==> src/hw/rtl/fibt_pkg.sv <==
package fibt_pkg;

  // Table geometry
  localparam int SLOTS  = 16;
  localparam int SLOT_W = (SLOTS > 1) ? $clog2(SLOTS) : 1;

  localparam logic [15:0] ECAT_ETHERTYPE = 16'h88A4;

  // Slot status codes; values above complete are stored as written
  typedef logic [2:0] status_t;
  localparam status_t STS_EMPTY = 3'd0;
  localparam status_t STS_ALLOC = 3'd1;
  localparam status_t STS_SENT  = 3'd2;
  localparam status_t STS_RCVD  = 3'd3;
  localparam status_t STS_DONE  = 3'd4;

  typedef enum logic [1:0] {
    OP_ALLOC = 2'd0,
    OP_SET   = 2'd1,
    OP_SENT  = 2'd2,
    OP_POLL  = 2'd3
  } op_t;

  typedef enum logic [1:0] {
    VERD_NONE    = 2'd0,
    VERD_OTHER   = 2'd1,
    VERD_STORED  = 2'd2,
    VERD_ARRIVED = 2'd3
  } verdict_t;

  typedef enum logic [2:0] {
    S_IDLE,
    S_SCAN_RD,
    S_SCAN_CHK,
    S_POLL_RD1,
    S_POLL_RD2,
    S_EXEC,
    S_DONE
  } state_t;

  typedef enum logic [1:0] {
    RD_SCAN,
    RD_SLOT,
    RD_FSLOT
  } rd_sel_t;

  typedef struct packed {
    op_t         operation;
    logic [3:0]  slot;
    logic [2:0]  status_value;
    logic        frame_present;
    logic [15:0] ethertype;
    logic [7:0]  frame_slot;
  } fibt_in_t;

  typedef struct packed {
    logic [3:0]  allocated_slot;
    verdict_t    verdict;
    logic [3:0]  store_slot;
    logic        store_enable;
    logic [15:0] ecat_frames;
  } fibt_out_t;

  // Controller to datapath
  typedef struct packed {
    logic    load_in;
    logic    scan_init;
    logic    scan_adv;
    logic    rd_en;
    rd_sel_t rd_sel;
    logic    cap_slot;
    logic    exec;
    logic    load_out;
  } cmd_t;

  // Datapath to controller
  typedef struct packed {
    op_t  in_op;
    logic scan_empty;
    logic scan_end;
    logic out_free;
  } sts_t;

endpackage

==> src/hw/rtl/frame_index_buffer_tracker.sv <==
// Frame slot status tracker for indexed frame buffers.
// Input channel (in_valid/in_ready/in_data) takes one operation per beat:
// allocate, set status, mark sent or receive poll. Result channel
// (out_valid/out_ready/out_data) returns exactly one beat per operation.
// Items are handled one at a time; in_ready is high while the controller
// is idle, even if the previous result is still waiting in the output
// register.
// From accept to out_valid: set status and mark sent pass through the
// execute and done states; receive poll first makes two status table
// reads; allocate makes one read-and-check pair per slot inspected (1 to
// SLOTS), since the scan reads one slot per read from the status table.
// The next item is taken in the cycle after the result is loaded.
// If the receiver stalls with a result still held, the next item runs to
// completion and then waits until the held beat is taken.
// Reset (synchronous, rst_n low) marks every slot empty through per-slot
// valid bits, zeroes the last-allocated slot and the frame counter, and
// drops any pending result; no clearing pass is needed.
module frame_index_buffer_tracker (
  input  logic                clk,
  input  logic                rst_n,
  input  logic                in_valid,
  output logic                in_ready,
  input  fibt_pkg::fibt_in_t  in_data,
  output logic                out_valid,
  input  logic                out_ready,
  output fibt_pkg::fibt_out_t out_data
);
  import fibt_pkg::*;

  cmd_t cmd;
  sts_t sts;

  fibt_ctrl u_ctrl (
    .clk      (clk),
    .rst_n    (rst_n),
    .in_valid (in_valid),
    .in_ready (in_ready),
    .sts      (sts),
    .cmd      (cmd)
  );

  fibt_dp u_dp (
    .clk       (clk),
    .rst_n     (rst_n),
    .in_data   (in_data),
    .out_ready (out_ready),
    .out_valid (out_valid),
    .out_data  (out_data),
    .cmd       (cmd),
    .sts       (sts)
  );

endmodule

==> src/hw/rtl/fibt_ctrl.sv <==
module fibt_ctrl (
  input  logic          clk,
  input  logic          rst_n,
  input  logic          in_valid,
  output logic          in_ready,
  input  fibt_pkg::sts_t sts,
  output fibt_pkg::cmd_t cmd
);
  import fibt_pkg::*;

  state_t state_r;
  state_t state_nxt;

  // State register
  always_ff @(posedge clk) begin
    if (!rst_n) begin
      state_r <= S_IDLE;
    end else begin
      state_r <= state_nxt;
    end
  end

  // Next state
  always_comb begin
    state_nxt = state_r;
    case (state_r)
      S_IDLE: begin
        if (in_valid) begin
          case (sts.in_op)
            OP_ALLOC: state_nxt = S_SCAN_RD;
            OP_POLL:  state_nxt = S_POLL_RD1;
            default:  state_nxt = S_EXEC;
          endcase
        end
      end
      S_SCAN_RD:  state_nxt = S_SCAN_CHK;
      S_SCAN_CHK: begin
        if (sts.scan_empty || sts.scan_end) begin
          state_nxt = S_EXEC;
        end else begin
          state_nxt = S_SCAN_RD;
        end
      end
      S_POLL_RD1: state_nxt = S_POLL_RD2;
      S_POLL_RD2: state_nxt = S_EXEC;
      S_EXEC:     state_nxt = S_DONE;
      S_DONE: begin
        if (sts.out_free) begin
          state_nxt = S_IDLE;
        end
      end
      default:    state_nxt = S_IDLE;
    endcase
  end

  // Commands
  always_comb begin
    cmd      = '0;
    cmd.rd_sel = RD_SCAN;
    in_ready = 1'b0;
    case (state_r)
      S_IDLE: begin
        in_ready      = 1'b1;
        cmd.load_in   = in_valid;
        cmd.scan_init = in_valid;
      end
      S_SCAN_RD: begin
        cmd.rd_en  = 1'b1;
        cmd.rd_sel = RD_SCAN;
      end
      S_SCAN_CHK: begin
        // advance past a busy slot; at the end this wraps back to the start
        cmd.scan_adv = !sts.scan_empty;
      end
      S_POLL_RD1: begin
        cmd.rd_en  = 1'b1;
        cmd.rd_sel = RD_SLOT;
      end
      S_POLL_RD2: begin
        cmd.rd_en    = 1'b1;
        cmd.rd_sel   = RD_FSLOT;
        cmd.cap_slot = 1'b1;
      end
      S_EXEC: begin
        cmd.exec = 1'b1;
      end
      S_DONE: begin
        cmd.load_out = sts.out_free;
      end
      default: ;
    endcase
  end

`ifndef ASSERT_OFF
  a_scan_bounded: assert property (@(posedge clk) disable iff (!rst_n)
    (state_r == S_SCAN_CHK && sts.scan_end) |=> state_r == S_EXEC)
    else $error("slot scan ran past the last slot");

  a_exec_once: assert property (@(posedge clk) disable iff (!rst_n)
    state_r == S_EXEC |=> state_r == S_DONE)
    else $error("execute step not followed by result hand-off");

  a_accept_leaves_idle: assert property (@(posedge clk) disable iff (!rst_n)
    (in_valid && in_ready) |=> state_r != S_IDLE)
    else $error("accepted beat did not start work");
`endif

endmodule

==> src/hw/rtl/fibt_dp.sv <==
module fibt_dp (
  input  logic                clk,
  input  logic                rst_n,
  input  fibt_pkg::fibt_in_t  in_data,
  input  logic                out_ready,
  output logic                out_valid,
  output fibt_pkg::fibt_out_t out_data,
  input  fibt_pkg::cmd_t      cmd,
  output fibt_pkg::sts_t      sts
);
  import fibt_pkg::*;

  fibt_in_t             in_r;
  logic [SLOT_W-1:0]    last_slot_r;
  logic [SLOT_W-1:0]    last_slot_nxt;
  logic [SLOT_W-1:0]    idx_r;
  logic [SLOT_W-1:0]    cnt_r;
  logic [15:0]          ecat_cnt_r;
  logic [15:0]          ecat_cnt_nxt;
  logic                 slot_rcvd_r;
  fibt_out_t            res_r;
  fibt_out_t            res_nxt;
  fibt_out_t            out_r;
  logic                 out_valid_r;

  // Status table with per-entry valid bits; an unwritten entry reads empty
  status_t              mem [SLOTS];
  logic [SLOTS-1:0]     vld_r;
  status_t              rd_data_r;
  logic                 rd_vld_r;
  status_t              rd_status;
  logic [SLOT_W-1:0]    rd_addr;
  logic                 wr_en;
  logic [SLOT_W-1:0]    wr_addr;
  status_t              wr_data;

  logic [SLOT_W-1:0]    slot_idx;
  logic [SLOT_W-1:0]    fslot_idx;
  logic                 slot_in_range;
  logic                 fslot_in_range;
  logic                 fslot_match;
  logic                 is_ecat;

  function automatic logic [SLOT_W-1:0] next_idx(input logic [SLOT_W-1:0] s);
    return (s == SLOT_W'(SLOTS - 1)) ? '0 : s + 1'b1;
  endfunction

  assign slot_idx       = SLOT_W'(in_r.slot);
  assign fslot_idx      = SLOT_W'(in_r.frame_slot);
  assign slot_in_range  = (32'(in_r.slot) < 32'(SLOTS));
  assign fslot_in_range = (32'(in_r.frame_slot) < 32'(SLOTS));
  assign fslot_match    = (in_r.frame_slot == 8'(in_r.slot));
  assign is_ecat        = in_r.frame_present && (in_r.ethertype == ECAT_ETHERTYPE);

  assign rd_status = rd_vld_r ? rd_data_r : STS_EMPTY;

  // Select the read address
  always_comb begin
    case (cmd.rd_sel)
      RD_SCAN:  rd_addr = idx_r;
      RD_SLOT:  rd_addr = slot_idx;
      RD_FSLOT: rd_addr = fslot_idx;
      default:  rd_addr = idx_r;
    endcase
  end

  // Table storage: one write and one registered read per cycle
  always_ff @(posedge clk) begin
    if (wr_en) begin
      mem[wr_addr] <= wr_data;
    end
    if (cmd.rd_en) begin
      rd_data_r <= mem[rd_addr];
      rd_vld_r  <= vld_r[rd_addr];
    end
  end

  always_ff @(posedge clk) begin
    if (!rst_n) begin
      vld_r <= '0;
    end else if (wr_en) begin
      vld_r[wr_addr] <= 1'b1;
    end
  end

  // Latch the incoming beat and walk the scan pointer
  always_ff @(posedge clk) begin
    if (cmd.load_in) begin
      in_r <= in_data;
    end
    if (cmd.scan_init) begin
      idx_r <= next_idx(last_slot_r);
      cnt_r <= '0;
    end else if (cmd.scan_adv) begin
      idx_r <= next_idx(idx_r);
      cnt_r <= cnt_r + 1'b1;
    end
    if (cmd.cap_slot) begin
      slot_rcvd_r <= slot_in_range && (rd_status == STS_RCVD);
    end
    if (cmd.exec) begin
      res_r <= res_nxt;
    end
  end

  // Execute the operation: at most one table write and the result fields
  always_comb begin
    wr_en         = 1'b0;
    wr_addr       = idx_r;
    wr_data       = STS_ALLOC;
    res_nxt       = '0;
    ecat_cnt_nxt  = ecat_cnt_r;
    last_slot_nxt = last_slot_r;
    if (cmd.exec) begin
      case (in_r.operation)
        OP_ALLOC: begin
          wr_en                  = 1'b1;
          wr_addr                = idx_r;
          wr_data                = STS_ALLOC;
          last_slot_nxt          = idx_r;
          res_nxt.allocated_slot = 4'(idx_r);
        end
        OP_SET: begin
          wr_en   = slot_in_range;
          wr_addr = slot_idx;
          wr_data = in_r.status_value;
        end
        OP_SENT: begin
          wr_en   = slot_in_range;
          wr_addr = slot_idx;
          wr_data = STS_SENT;
        end
        OP_POLL: begin
          if (slot_rcvd_r) begin
            // awaited frame was parked by an earlier poll
            wr_en           = 1'b1;
            wr_addr         = slot_idx;
            wr_data         = STS_DONE;
            res_nxt.verdict = VERD_STORED;
          end else if (in_r.frame_present) begin
            res_nxt.verdict = VERD_OTHER;
            if (is_ecat) begin
              ecat_cnt_nxt = ecat_cnt_r + 16'd1;
              if (fslot_match) begin
                res_nxt.verdict = VERD_ARRIVED;
                if (slot_in_range) begin
                  wr_en                = 1'b1;
                  wr_addr              = slot_idx;
                  wr_data              = STS_DONE;
                  res_nxt.store_slot   = in_r.slot;
                  res_nxt.store_enable = 1'b1;
                end
              end else if (fslot_in_range && rd_status == STS_SENT) begin
                // early answer for another outstanding slot: park it
                wr_en                = 1'b1;
                wr_addr              = fslot_idx;
                wr_data              = STS_RCVD;
                res_nxt.store_slot   = 4'(fslot_idx);
                res_nxt.store_enable = 1'b1;
              end
            end
          end
        end
        default: ;
      endcase
      // report the frame count as it stands after this operation
      res_nxt.ecat_frames = ecat_cnt_nxt;
    end
  end

  // Control state: last handed-out slot, frame counter, result valid
  always_ff @(posedge clk) begin
    if (!rst_n) begin
      last_slot_r <= '0;
      ecat_cnt_r  <= '0;
      out_valid_r <= 1'b0;
    end else begin
      last_slot_r <= last_slot_nxt;
      ecat_cnt_r  <= ecat_cnt_nxt;
      if (cmd.load_out) begin
        out_valid_r <= 1'b1;
      end else if (out_ready) begin
        out_valid_r <= 1'b0;
      end
    end
  end

  // Output register
  always_ff @(posedge clk) begin
    if (cmd.load_out) begin
      out_r <= res_r;
    end
  end

  assign out_valid      = out_valid_r;
  assign out_data       = out_r;
  assign sts.in_op      = in_data.operation;
  assign sts.scan_empty = (rd_status == STS_EMPTY);
  assign sts.scan_end   = (cnt_r == SLOT_W'(SLOTS - 1));
  assign sts.out_free   = !out_valid_r || out_ready;

`ifndef ASSERT_OFF
  a_no_overwrite: assert property (@(posedge clk) disable iff (!rst_n)
    !(cmd.load_out && out_valid_r && !out_ready))
    else $error("result register overwritten before beat was taken");

  a_store_verdict: assert property (@(posedge clk) disable iff (!rst_n)
    (out_valid_r && out_r.store_enable) |->
      (out_r.verdict == VERD_OTHER || out_r.verdict == VERD_ARRIVED))
    else $error("store requested with a verdict that takes no frame");

  a_count_step: assert property (@(posedge clk) disable iff (!rst_n)
    ($past(rst_n) && ecat_cnt_r != $past(ecat_cnt_r)) |->
      (ecat_cnt_r == $past(ecat_cnt_r) + 16'd1 && $past(cmd.exec)))
    else $error("frame counter moved other than by one on execute");
`endif

endmodule

==> config.mk <==
export PLATFORM = sky130hd
export DESIGN_NAME = frame_index_buffer_tracker
export DESIGN_NICKNAME = d
export VERILOG_FILES = /design/src/hw/rtl/fibt_pkg.sv /design/src/hw/rtl/frame_index_buffer_tracker.sv /design/src/hw/rtl/fibt_ctrl.sv /design/src/hw/rtl/fibt_dp.sv
export SDC_FILE = /design/constraint.sdc
export NUM_CORES = 1
export LEC_CHECK = 0
export ABC_CLOCK_PERIOD_IN_PS = 3900
export BUFFER_PORTS_ARGS = -buffer_cell sky130_fd_sc_hd__buf_2
export CORE_MARGIN = 2
export CORE_UTILIZATION = 59
export DETAILED_ROUTE_END_ITERATION = 12
export PLACE_DENSITY = 0.78
export SETUP_SLACK_MARGIN = 0.05
export SLEW_MARGIN = 25
export SYNTH_ARGS = -nofsm -noshare
export SYNTH_HDL_FRONTEND = slang
export SYNTH_SLANG_ARGS = --single-unit
==> constraint.sdc <==
create_clock -name clk -period 3.9 [get_ports clk]
set_input_delay 0.78 -clock clk [delete_from_list [all_inputs] [get_ports clk]]
set_output_delay 0.78 -clock clk [all_outputs]
set_load 0.02 [all_outputs]
==> metrics.md <==
| Metric | Value |
|---|---|
| # nets final | 724 |
| Via-per-instance ratio | 5.85 |
| Mean routed wirelength per cell | 18.6 um |
| Pre-Repair DR Iteration Count | 5 |
| Area Growth Syn to Fin | 14.1% |
| Root buffer cell | clkbuf_16 |
| Fin cells | 863 |
| CP required | 4.00 ns |
| Die height | 121 um |
| Power density over the cells | 484 nW/um2 |
| Largest family of logic cells by synthesized area | simple AND/OR/NAND/NOR gates |
| Synth Area in XOR/XNOR | 3.90% |
| Max Slew Vio Count | 0 |
| Clock Skew | 0.00836 ns |
| Unrepaired setup endpoints after global routing | false |
| Post-Synth Simple-Gate Area | 13.0% |
| Buf+Inv Stages, Crit Path | 0 |
| Most used DFF post-synth | edfxtp_1 |
| Hold Slack | 0.421 ns |
| Yosys warns | 0 |
| Crit path DAT | 3.43 ns |
| Ant diodes | 0 |
| Sw Share | 23.3% |
| Final hold violations | 0 |
| Initial Util | 60.9% |
| CP max FO | 8 |
| Core Region | 13,300 um2 |
| Critical path class | reg -> reg |
| Post-synthesis mux area share | 6.16% |
| Worst path slowest cell | a2111oi_0 |
| Drc violations | 0 |
| Antenna violations before repair | 0 |
| IO Port Bufs | 66 |
| Fill cells | 902 |
| Synthesized area per cell | 13.4 um2 |
| Hold Crit Class | reg -> reg |
| Post-Synth Adder-Cell Area | 1.86% |
| Vias in the first global route | 5,051 |
| Placed wire-length estimate | 11,200 um |
| Sequential share of power | 51.8% |
| Distinct cell type count after synthesis | 60 |
| Total of max-cap violations | 0 |
| Reg clk slew, reported paths | 0.06 ns |
| Post-CTS setup buffer count | 0 |
| I/O Pins | 67 |
| Sequential element share of the synthesized area | 64.7% |
| Placed cell count | 831 |
| CTS H-tree depth | 4 |
| Clock network power share | 38.1% |
| Relative slew slack | 55.4% |
| CTS resizes | 0 |
| Number of flops mapped to enable cells by yosys | 145 |
| Sw Pwr | 1.04 mW |
| Clk_lat worst skew | 0.43 ns |
| Commonest cells after routing, fill and taps aside | 145 x edfxtp_1, 66 x buf_2, 53 x nor2_1, 46 x nand2_1, 44 x dfxtp_1 |
| Total GRT Usage | 23.7% |
| Fmax | 301 MHz |
| Commonest non-fill, non-tap cell in the layout | edfxtp_1 |
| Row count | 42 |
| Top post-synthesis cells by area | edfxtp_1 54%, dfxtp_1 11%, mux4_2 4.5% |
| Routed WL | 16,100 um |
| Crit end category | flop |
| Crit-path max cell delay | 0.65 ns |
| Largest net degree at the start of global routing | 37 |
| LEAKAGE | 3.32 nW |
| First-pass GRT wire length | 26,000 um |
| Die area | 14,700 um2 |
| Final min period | 3.33 ns |
| Die width | 121 um |
| Remaining Overflow, GRT | 0 |
| Int Pwr | 3.43 mW |
| DR iter-0 viols | 571 |
| CTS Buf Count | 17 |
| R2R setup slack | 0.57 ns |
| TritonCTS Sinks | 189 |
| Gate power share | 10.1% |
| Crit-path cells | nor4b_1 > nand3_1 > a2111oi_0 > o211a_1 > o21ai_2 > nand2b_1 > nor2_1 |
| FF+latch count, synth | 189 |
| Synth Net Count | 652 |
| Share of flip-flops with an asynchronous set or reset | 0% |
| Status | finished clean |
| Final period util | 85.3% |
| Final setup TNS | 0 ns |
| Share of cells above drive strength 1 | 22.6% |
| Vias | 5,050 |
| Crit-path leading delay family | simple AND/OR/NAND/NOR gates |
| Post-synth top area cell | edfxtp_1 |
| Synth Area in Compound Gates | 8.01% |
| GP Congestion | 0.872 |
| VDD IR-drop max | 0.000374 V |
| CP Launch Type | flop |
| Hold Buf Count CTS | 0 |
| Synth Instances | 602 |
| TritonCTS clock tree | yes |
| Post-Syn Area | 8090 um2 |
| Antenna viol nets, final | 0 |
| Yosys top cell area share | 53.8% |
| Final setup fails | 0 |
| Worst slew pin tran | 0.652 ns |
| Worst-case clock buffer depth | 2 |
-- sequential cells by signal, indices dropped and copies added (netlist names) --
signal            count
u_dp.ecat_cnt_r      16
u_dp.rd_vld_r         1
u_dp.rd_data_r        3
u_dp.idx_r            4
u_dp.out_data        27
u_dp.slot_rcvd_r      1
u_dp.last_slot_r      4
u_dp.slot_idx         4
u_dp.in_r            26
u_ctrl.state_r        3
u_dp.res_r           27
u_dp.mem             48
u_dp.vld_r           16
u_dp.cnt_r            4
u_dp.out_valid        1
u_dp.fslot_idx        4
-- final timing paths --
kind	end	start	cells past startpoint
worst max-delay path	u_dp.mem[3][0]	u_dp.in_r[21]	7
worst min register to register	u_dp.out_data[9]	u_dp.res_r[9]	0
worst min-delay path	u_dp.out_data[9]	u_dp.res_r[9]	0
worst max register to register	u_dp.mem[3][0]	u_dp.in_r[21]	7
-- Yosys cell counts, types with 5 or more instances --
master and instances:
o21ai_0 18, nand2b_1 5, clkbuf_1 17, dfxtp_1 44, xnor2_1 22, ha_1 12
nand2_1 46, edfxtp_1 145, mux2_2 6, nor3_1 9, inv_1 25, mux2i_1 7
o41ai_1 8, and2_1 18, a21oi_1 22, or3_1 5, nor2_1 53, mux4_2 16
o31ai_1 6, nand4_1 8, xor2_1 14, buf_2 7, and3_1 6, nand3_1 14
-- power groups by stage --
stage	Combinational (mW)	Clock (mW)	Sequential, mW
finish	0.451	1.70	2.31
global route	0.495	1.80	2.32
CTS	0.451	1.74	2.31
detailed placement	0.446	0	2.36
global placement	0.432	0	2.35
floorplan	0.336	0	2.33
-- routing by layer --
layer  vias up  GRT usage (%)  share of wire, %
met3        27           4.79               5.1
li1       2382              -                 -
met1      2465           29.7                42
met2       176           41.3                51
met4         0           7.92               2.0
met5         -              0                 0
-- per-stage QoR --
| stage | setup WS (ns) | power [mW] | instance area (um2) | util, % |
|---|---|---|---|---|
| 2_1_floorplan | 0.676 | 2.66 | 8090 | - |
| 3_3_place_gp | 0.747 | 2.78 | 8630 | 64.9 |
| 3_5_place_dp | 0.634 | 2.80 | 8630 | 64.9 |
| 4_1_cts | 0.615 | 4.50 | 9230 | 69.4 |
| 5_1_grt | 0.237 | 4.62 | 9230 | 69.4 |
| 6_report | 0.573 | 4.47 | 9230 | 69.4 |
-- kinds of logic after synthesis --
logic type | count (synthesis)
buffers and inverters | 49
xor gates and xnor gates | 36
and+or+nand+nor | 198
muxes | 29
AOI/OAI and AO/OA | 89
DFF | 189
adders and majority gates | 12
-- final cells by class --
type | count | area, um2 | share of cell area [%]
timing repair buffer | 77 | 413 | 4.47
multi-input combinational | 364 | 2670 | 28.9
inverter | 25 | 93.8 | 1.02
clock buffer | 23 | 520 | 5.64
sequential | 189 | 5240 | 56.7
clock inverter | 9 | 80.1 | 0.867
tap | 176 | 220 | 2.39
(Power assumes the default switching activity.)
